### src/design/assert_macros.svh
// Assertion macros used by the allocator top level.
`ifndef ASSERT_MACROS_SVH
`define ASSERT_MACROS_SVH

// same-cycle implication, clocked on clk, off during rst
`define CHECK_NOW(label, ante, cons) \
  label: assert property (@(posedge clk) disable iff (rst) (ante) |-> (cons)) \
    else $error("assertion failed");

// next-cycle implication
`define CHECK_NEXT(label, ante, cons) \
  label: assert property (@(posedge clk) disable iff (rst) (ante) |=> (cons)) \
    else $error("assertion failed");

`endif

### src/design/ffba_pkg.sv
// Types and constants of the first-fit block allocator.
package ffba_pkg;

  typedef enum logic [7:0] {
    S_CLEAR = 8'b0000_0001,
    S_IDLE  = 8'b0000_0010,
    S_DIV   = 8'b0000_0100,
    S_CHK   = 8'b0000_1000,
    S_SCAN  = 8'b0001_0000,
    S_WRITE = 8'b0010_0000,
    S_MUL   = 8'b0100_0000,
    S_DONE  = 8'b1000_0000
  } state_t;

  typedef logic [1:0] status_t;
  localparam status_t ST_OK    = 2'd0;
  localparam status_t ST_NOMEM = 2'd1;
  localparam status_t ST_ZERO  = 2'd2;

  localparam logic REG_BASE   = 1'b0;
  localparam logic REG_ACTIVE = 1'b1;

  localparam int ENT_W = 3;
  localparam logic [ENT_W-1:0] ENT_TAKEN = 3'b001;
  localparam logic [ENT_W-1:0] ENT_FIRST = 3'b010;
  localparam logic [ENT_W-1:0] ENT_NEXT  = 3'b100;
  localparam logic [7:0] ENT_TYPE_MASK   = 8'h0f;

endpackage

### src/design/ffba_ram.sv
// Generic single-write, single-read RAM with registered read data.
module ffba_ram #(
  parameter int WIDTH = 3,
  parameter int DEPTH = 1024
) (
  input  logic                     clk,
  input  logic                     we,
  input  logic [$clog2(DEPTH)-1:0] waddr,
  input  logic [WIDTH-1:0]         wdata,
  input  logic                     re,
  input  logic [$clog2(DEPTH)-1:0] raddr,
  output logic [WIDTH-1:0]         rdata
);

  logic [WIDTH-1:0] mem [DEPTH];

  always_ff @(posedge clk) begin
    if (we) begin
      mem[waddr] <= wdata;
    end
    if (re) begin
      rdata <= mem[raddr];
    end
  end

endmodule

### src/design/first_fit_block_allocator.sv
// First-fit contiguous block allocator: top level.
//
//  channel   | handshake                 | word
//  ----------+---------------------------+--------------------------------------------
//  request   | in_valid / in_stall       | request_bytes
//  result    | out_valid / out_stall     | status, alloc_address, first_block, blocks_taken
//  config    | cfg_we                    | cfg_index, cfg_data
//
// After rst the table is swept to free, one entry a cycle; no word taken.
// A request holds the input through these steps (N = blocks taken): round up by shift
// (BLOCK_BYTES is a power of two), range check, a scan of the table read port up to the
// active size, N table writes, address multiply, result load and the return to idle.
// A zero-size request goes straight to the result load. The next request is taken
// while a result waits; a stalled result holds the sequencer in its last state until taken.
module first_fit_block_allocator #(
  parameter int MAX_BLOCKS  = 1024,
  parameter int BLOCK_BYTES = 4096
) (
  input  logic                clk,
  input  logic                rst,
  input  logic                in_valid,
  output logic                in_stall,
  input  logic [31:0]         request_bytes,
  output logic                out_valid,
  input  logic                out_stall,
  output ffba_pkg::status_t   status,
  output logic [31:0]         alloc_address,
  output logic [9:0]          first_block,
  output logic [10:0]         blocks_taken,
  input  logic                cfg_we,
  input  logic                cfg_index,
  input  logic [31:0]         cfg_data
);
  import ffba_pkg::*;

  `include "assert_macros.svh"

  localparam int IDX_W = $clog2(MAX_BLOCKS);
  localparam int CNT_W = IDX_W + 1;
  localparam int BB_W  = $clog2(BLOCK_BYTES + 1);
  localparam int BB_SH = $clog2(BLOCK_BYTES);
  localparam int PW    = IDX_W + BB_W;
  localparam int LW    = (CNT_W > 11) ? CNT_W : 11;

  state_t           state;
  logic [31:0]      base_address;
  logic [10:0]      active_blocks;
  logic [CNT_W-1:0] limit;
  logic [LW-1:0]    active_wide;

  logic [32:0]      dq;

  logic [CNT_W-1:0] need_c;
  logic [CNT_W-1:0] ptr;
  logic [CNT_W-1:0] run;
  logic [IDX_W-1:0] chk_idx;
  logic             chk_vld;
  logic [IDX_W-1:0] start;
  logic [IDX_W-1:0] last;
  logic [IDX_W-1:0] run_start;
  logic             ent_free;
  logic             hit;
  logic [PW-1:0]    prod;
  status_t          res_status;
  logic             res_load;

  logic             rd_en;
  logic             wr_en;
  logic [IDX_W-1:0] wr_addr;
  logic [ENT_W-1:0] wr_data;
  logic [ENT_W-1:0] rd_data;

  assign active_wide = (LW'(active_blocks) > LW'(MAX_BLOCKS)) ? LW'(MAX_BLOCKS)
                                                               : LW'(active_blocks);
  assign limit = CNT_W'(active_wide);

  assign ent_free  = ((ENT_W'(ENT_TYPE_MASK) & rd_data) & ENT_TAKEN) == '0;
  assign run_start = (run == '0) ? chk_idx : start;
  assign hit       = chk_vld && ent_free && ((run + 1'b1) == need_c);

  assign rd_en   = (state == S_SCAN) && (ptr < limit);
  assign wr_en   = (state == S_CLEAR) || (state == S_WRITE);
  assign wr_addr = ptr[IDX_W-1:0];
  assign wr_data = (state == S_CLEAR) ? '0 :
                   (ENT_TAKEN
                    | ((ptr[IDX_W-1:0] == start) ? ENT_FIRST : '0)
                    | ((ptr[IDX_W-1:0] == last)  ? '0 : ENT_NEXT));

  assign in_stall = (state != S_IDLE);
  assign res_load = (state == S_DONE) && (!out_valid || !out_stall);

  ffba_ram #(
    .WIDTH (ENT_W),
    .DEPTH (MAX_BLOCKS)
  ) u_table (
    .clk   (clk),
    .we    (wr_en),
    .waddr (wr_addr),
    .wdata (wr_data),
    .re    (rd_en),
    .raddr (ptr[IDX_W-1:0]),
    .rdata (rd_data)
  );

  always_ff @(posedge clk) begin
    if (rst) begin
      base_address  <= '0;
      active_blocks <= 11'd1024;
    end else if (cfg_we) begin
      unique case (cfg_index)
        REG_BASE:   base_address  <= cfg_data;
        REG_ACTIVE: active_blocks <= cfg_data[10:0];
        default:    ;
      endcase
    end
  end

  always_ff @(posedge clk) begin
    if (rst) begin
      out_valid <= 1'b0;
    end else begin
      out_valid <= res_load || (out_valid && out_stall);
    end
  end

  always_ff @(posedge clk) begin
    if (rst) begin
      state     <= S_CLEAR;
      ptr       <= '0;
      chk_vld   <= 1'b0;
    end else begin
      chk_vld <= rd_en;
      unique case (state)
        S_CLEAR: begin
          ptr <= ptr + 1'b1;
          if (ptr[IDX_W-1:0] == IDX_W'(MAX_BLOCKS - 1)) begin
            state <= S_IDLE;
          end
        end
        S_IDLE: begin
          if (in_valid) begin
            if (request_bytes == '0) begin
              res_status <= ST_ZERO;
              state      <= S_DONE;
            end else begin
              dq    <= 33'(request_bytes) + 33'(BLOCK_BYTES - 1);
              state <= S_DIV;
            end
          end
        end
        S_DIV: begin
          dq    <= dq >> BB_SH;
          state <= S_CHK;
        end
        S_CHK: begin
          if (dq > 33'(limit)) begin
            res_status <= ST_NOMEM;
            state      <= S_DONE;
          end else begin
            need_c <= CNT_W'(dq);
            ptr    <= '0;
            run    <= '0;
            state  <= S_SCAN;
          end
        end
        S_SCAN: begin
          if (hit) begin
            ptr <= CNT_W'(run_start);
          end else if (rd_en) begin
            ptr <= ptr + 1'b1;
          end
          if (rd_en) begin
            chk_idx <= ptr[IDX_W-1:0];
          end
          if (chk_vld) begin
            if (!ent_free) begin
              run <= '0;
            end else if (!hit) begin
              run <= run + 1'b1;
              if (run == '0) begin
                start <= chk_idx;
              end
            end
            if (hit) begin
              start <= run_start;
              last  <= chk_idx;
              state <= S_WRITE;
            end else if ((CNT_W'(chk_idx) + 1'b1) == limit) begin
              res_status <= ST_NOMEM;
              state      <= S_DONE;
            end
          end
        end
        S_WRITE: begin
          if (ptr[IDX_W-1:0] == last) begin
            res_status <= ST_OK;
            state      <= S_MUL;
          end else begin
            ptr <= ptr + 1'b1;
          end
        end
        S_MUL: begin
          prod  <= PW'(start) * PW'(BLOCK_BYTES);
          state <= S_DONE;
        end
        S_DONE: begin
          if (res_load) begin
            status <= res_status;
            if (res_status == ST_OK) begin
              alloc_address <= base_address + 32'(prod);
              first_block   <= 10'(start);
              blocks_taken  <= 11'(need_c);
            end else begin
              alloc_address <= '0;
              first_block   <= '0;
              blocks_taken  <= '0;
            end
            state <= S_IDLE;
          end
        end
        default: state <= S_CLEAR;
      endcase
    end
  end

  `CHECK_NEXT(a_result_holds, out_valid && out_stall,
              out_valid && $stable(alloc_address) && $stable(status))
  `CHECK_NOW(a_fail_zero, out_valid && (status != ST_OK),
             (alloc_address == '0) && (first_block == '0) && (blocks_taken == '0))
  `CHECK_NOW(a_run_short, state == S_SCAN, run < need_c)
  `CHECK_NOW(a_write_span, state == S_WRITE,
             (ptr[IDX_W-1:0] >= start) && (ptr[IDX_W-1:0] <= last))

endmodule
### config.mk
export PLATFORM = sky130hd
export DESIGN_NAME = first_fit_block_allocator
export DESIGN_NICKNAME = d
export VERILOG_FILES = /design/src/design/ffba_pkg.sv /design/src/design/ffba_ram.sv /design/src/design/first_fit_block_allocator.sv
export VERILOG_INCLUDE_DIRS = /design/src /design/src/design
export SDC_FILE = /design/constraint.sdc
export NUM_CORES = 2
export LEC_CHECK = 0
export ABC_AREA = 1
export BUFFER_PORTS_ARGS = -buffer_cell sky130_fd_sc_hd__buf_2
export CORE_AREA = 10 10 370 372
export CTS_CLUSTER_DIAMETER = 100
export DETAILED_ROUTE_END_ITERATION = 16
export DIE_AREA = 0 0 380 382
export MAX_ROUTING_LAYER = met4
export SYNTH_ARGS = -nofsm -noshare
export SYNTH_HDL_FRONTEND = slang
export SYNTH_SLANG_ARGS = --single-unit
export TNS_END_PERCENT = 30
### constraint.sdc
create_clock -name clk -period 28.2 [get_ports clk]
set_input_delay 4.23 -clock clk [delete_from_list [all_inputs] [get_ports clk]]
set_output_delay 4.23 -clock clk [all_outputs]
set_load 0.01 [all_outputs]
==> qor.tcl <==
set qor(arrival_time_worst_endpoint_ps) 2390
set qor(post_route_cells_drive_above_1_share_pct) 7.91
set qor(die-area_um2) 145000
set qor(irDropWorstVdd_v) 0.0000429
set qor(tritoncts_clock_tree) {built}
set qor(cts-root-to-sink-buffers) 3
set qor(setup_viol_count_final) 0
set qor(whs_ps) 449
set qor(die_w_um) 380
set qor(failing_checks) {slew limit}
set qor(areaGrowthSynthToFinish_pct) 10.6
set qor(hpwl_mm) 86.3
set qor(fin_worst_setup_slack_ps) 21580
set qor(power.static_leakage_nw) 19.2
set qor(timing.setup.tns_ps) 0
set qor(routedWlPerCell_um) 22.0
set qor(layout.nets) 5875
set qor(cell_area_after_synthesis_um2) 56600
set qor(clock-skew-final_ps) 24.7
set qor(drt-total-wl_mm) 167
set qor(cts_root_buf) {sky130_fd_sc_hd__clkbuf_16}
set qor(startpoint_class) {register}
set qor(io_pins) 127
set qor(initial_core_util_pct) 43.8
set qor(power_density_nw_per_um2) 62.3
set qor(grt_first_pass_wirelength_mm) 249
set qor(worst_slew_margin_rel_pct) -7.84
set qor(fmax_mhz) 151
set qor(vias) 42500
set qor(mean_syn_cell_area_um2) 9.65
set qor(place.gp.congestion) 0.887
set qor(post_cts.resized_instances) 0
set qor(worstSetupEndpointType) {primary output}
set qor(antenna_found_initial) 6
set qor(mappedNetlistNets) 5973
set qor(max_slew.worst_pin.slew_ps) 1620
set qor(crit_type) {register to primary output}
set qor(synth-seq-cells) 1241
set qor(number_of_clock_buffers_inserted_by_tritoncts) 135
set qor(ant_nets) 0
set qor(grt_usage_pct) 23.0
set qor(clk_pin_slew_worst_paths_ps) 60
set qor(timing.reg2reg.setup_slack_ps) 23020
set qor(synth.lib_cells_used.distinct) 54
set qor(vias_per_instance) 5.58
set qor(finalWorstPathRequiredPeriod_ps) 6620
set qor(hold_violations) 0
set qor(cts.sinks) 1241
set qor(final_worst_path_cycle_share_pct) 23.5
set qor(initialDrtViolationCount) 4860
set qor(globalRouteOverflowTotal) 0
set qor(cap_violations) 0
set qor(pre_cts_ws_ps) 21480
set qor(async_reset_ff_share_pct) 0
set qor(synth-seq-area-share_pct) 64.8
set qor(unrepaired_setup_endpoints_after_global_routing) {false}
set qor(worstPathMaxFanout) 6
set qor(cts-hold-fix-buffers) 0
set qor(total_power_mw) 3.89
set qor(remaining_drc_errors) 0
set qor(coreArea_um2) 129000
set qor(std_cell_rows) 132
set qor(port-buffer-count) 126
set qor(detail_route.first_pass.iterations) 5
set qor(grt_start_max_net_pins) 323
set qor(synthCells) 5863
set qor(ys_warn_count) 0
set qor(worst_skew_late_latency_ps) 770
set qor(final_util_pct) 48.4
set qor(die_h_um) 382
set qor(ys_dominant_reg_cell) {sky130_fd_sc_hd__edfxtp_1}
set qor(final_max_slew_violation_count) 154
set qor(synth-edff-count) 1177
set qor(number_of_global_route_vias_before_repair) 39600
set qor(cts_htree_levels) 4
set qor(postCtsSetupBuffers) 0
set qor(min-delay-path-class) {register to register}
set qor(run_status) {complete, but fails checks}
set qor(critPathRequiredTime_ps) 23970
-- layout make-up --
| cell class | count | area, um2 |
|---|---|---|
| Fill cell | 12200 | 66600 |
| Inverter | 200 | 771 |
| Multi-Input combinational cell | 3996 | 17700 |
| Timing Repair Buffer | 191 | 1160 |
| Clock buffer | 178 | 3700 |
| Sequential cell | 1241 | 36600 |
| Clock inverter | 60 | 419 |
| Tap cell | 1742 | 2180 |
| Antenna cell | 1 | 2.50 |
-- stage by stage --
step | area, um2 | instances
after global routing | 62500 | 7609
final | 62500 | 7609
after detailed placement | 58400 | 7370
after global placement | 58400 | 7370
after floorplan | 56600 | 5863
after CTS | 62500 | 7608
-- critical path: stages (launching register included) --
cell	delay, ps
sky130_fd_sc_hd__dfxtp_1	340
sky130_fd_sc_hd__nor2_1	230
sky130_fd_sc_hd__nand2_1	210
sky130_fd_sc_hd__nor4_2	530
sky130_fd_sc_hd__inv_2	140
sky130_fd_sc_hd__buf_2	180
-- final timing paths --
path / depth (start not counted) / startpoint / endpoint
max: 5 / state[4]$_SDFFE_PP0P_ / in_stall
min: 0 / chk_idx[9]$_DFFE_PP_ / last[9]$_DFFE_PP_
max reg2reg: 15 / ptr[0]$_SDFFE_PP0P_ / u_table.rdata[0]$_DFFE_PP_
min reg2reg: 0 / chk_idx[9]$_DFFE_PP_ / last[9]$_DFFE_PP_
-- power by group --
group | switching, mW | internal (mW)
sequential | 0.00827 | 1.99
combinational | 0.159 | 0.0586
clock | 0.727 | 0.951
total | 0.893 | 3.00
-- registers in the layout (all words and copies together), names as in the netlist, 11 cells and up --
register       count
u_table.mem     1024
need_c            11
blocks_taken      11
run               11
ptr               11
dq                33
base_address      32
alloc_address     32
active_blocks     11
-- cell usage after synthesis, types with 2 or more instances --
cell / n / area, um2
sky130_fd_sc_hd__inv_2: 9 / 33.8
sky130_fd_sc_hd__a21oi_1: 79 / 395
sky130_fd_sc_hd__nand3b_1: 7 / 52.6
sky130_fd_sc_hd__clkbuf_1: 345 / 1290
sky130_fd_sc_hd__nand4_1: 24 / 150
sky130_fd_sc_hd__o22ai_1: 165 / 1030
sky130_fd_sc_hd__nand2_2: 4 / 25.0
sky130_fd_sc_hd__nor2_2: 5 / 31.3
sky130_fd_sc_hd__buf_6: 8 / 90.1
sky130_fd_sc_hd__nand3_1: 92 / 460
sky130_fd_sc_hd__nor2_1: 1917 / 7200
sky130_fd_sc_hd__nor4_2: 4 / 50.1
sky130_fd_sc_hd__nand3_2: 3 / 30.0
sky130_fd_sc_hd__and3_1: 2 / 12.5
sky130_fd_sc_hd__dfxtp_1: 64 / 1280
sky130_fd_sc_hd__clkinv_1: 4 / 15.0
sky130_fd_sc_hd__buf_1: 17 / 63.8
sky130_fd_sc_hd__nor3_1: 40 / 200
sky130_fd_sc_hd__buf_2: 55 / 275
sky130_fd_sc_hd__o211ai_1: 2 / 15.0
sky130_fd_sc_hd__inv_1: 187 / 702
sky130_fd_sc_hd__xor2_1: 14 / 123
sky130_fd_sc_hd__o31ai_1: 2 / 15.0
sky130_fd_sc_hd__o21ai_1: 34 / 170
sky130_fd_sc_hd__a31oi_1: 4 / 25.0
sky130_fd_sc_hd__xnor2_1: 8 / 70.1
sky130_fd_sc_hd__a211oi_1: 2 / 15.0
sky130_fd_sc_hd__edfxtp_1: 1177 / 35300
sky130_fd_sc_hd__nand2_1: 843 / 3160
sky130_fd_sc_hd__nor2_4: 6 / 67.6
sky130_fd_sc_hd__or2_2: 7 / 43.8
sky130_fd_sc_hd__o21ai_0: 654 / 3270
sky130_fd_sc_hd__a22oi_1: 2 / 15.0
sky130_fd_sc_hd__nor3_2: 4 / 40.0
sky130_fd_sc_hd__nor4_1: 9 / 56.3
sky130_fd_sc_hd__ha_1: 39 / 488
sky130_fd_sc_hd__o21a_1: 8 / 60.1
-- cell families after synthesis --
logic type | share of synthesized area (%)
and+or+nand+nor | 20.6
DFF | 64.8
AOI/OAI and AO/OA | 8.95
buffers and inverters | 4.39
adders and majority gates | 0.898
xor gates and xnor gates | 0.381
muxes | 0.0199
-- layout by cell type (no fill, tap or decap), types with 10 or more instances in the layout --
| cell type | instances |
|---|---|
| sky130_fd_sc_hd__nand3_1 | 92 |
| sky130_fd_sc_hd__inv_2 | 10 |
| sky130_fd_sc_hd__buf_4 | 62 |
| sky130_fd_sc_hd__nor2_4 | 10 |
| sky130_fd_sc_hd__a21oi_1 | 79 |
| sky130_fd_sc_hd__buf_2 | 126 |
| sky130_fd_sc_hd__edfxtp_1 | 1177 |
| sky130_fd_sc_hd__clkbuf_16 | 142 |
| sky130_fd_sc_hd__nand2_2 | 25 |
| sky130_fd_sc_hd__dfxtp_1 | 62 |
| sky130_fd_sc_hd__ha_1 | 39 |
| sky130_fd_sc_hd__nand2_4 | 12 |
| sky130_fd_sc_hd__nand4_1 | 24 |
| sky130_fd_sc_hd__xor2_1 | 14 |
| sky130_fd_sc_hd__o22ai_1 | 165 |
| sky130_fd_sc_hd__o21ai_0 | 654 |
| sky130_fd_sc_hd__o21ai_1 | 34 |
| sky130_fd_sc_hd__inv_1 | 185 |
| sky130_fd_sc_hd__clkinv_2 | 21 |
| sky130_fd_sc_hd__nor2_1 | 1914 |
| sky130_fd_sc_hd__nor3_1 | 33 |
| sky130_fd_sc_hd__clkinv_1 | 27 |
| sky130_fd_sc_hd__clkbuf_1 | 35 |
| sky130_fd_sc_hd__nand2_1 | 811 |
-- per-layer routing --
metal / vias to the layer above / routed length [um] / share of wire, % / global-route usage, %
met4: 0 / 5290 / 3.2 / 7.65
met2: 1706 / 78800 / 47 / 36.6
met3: 315 / 13900 / 8.3 / 3.85
met5: - / 0 / 0 / -
li1: 19600 / - / - / -
met1: 20900 / 69300 / 41 / 29.9
(Power assumes the default switching activity.)
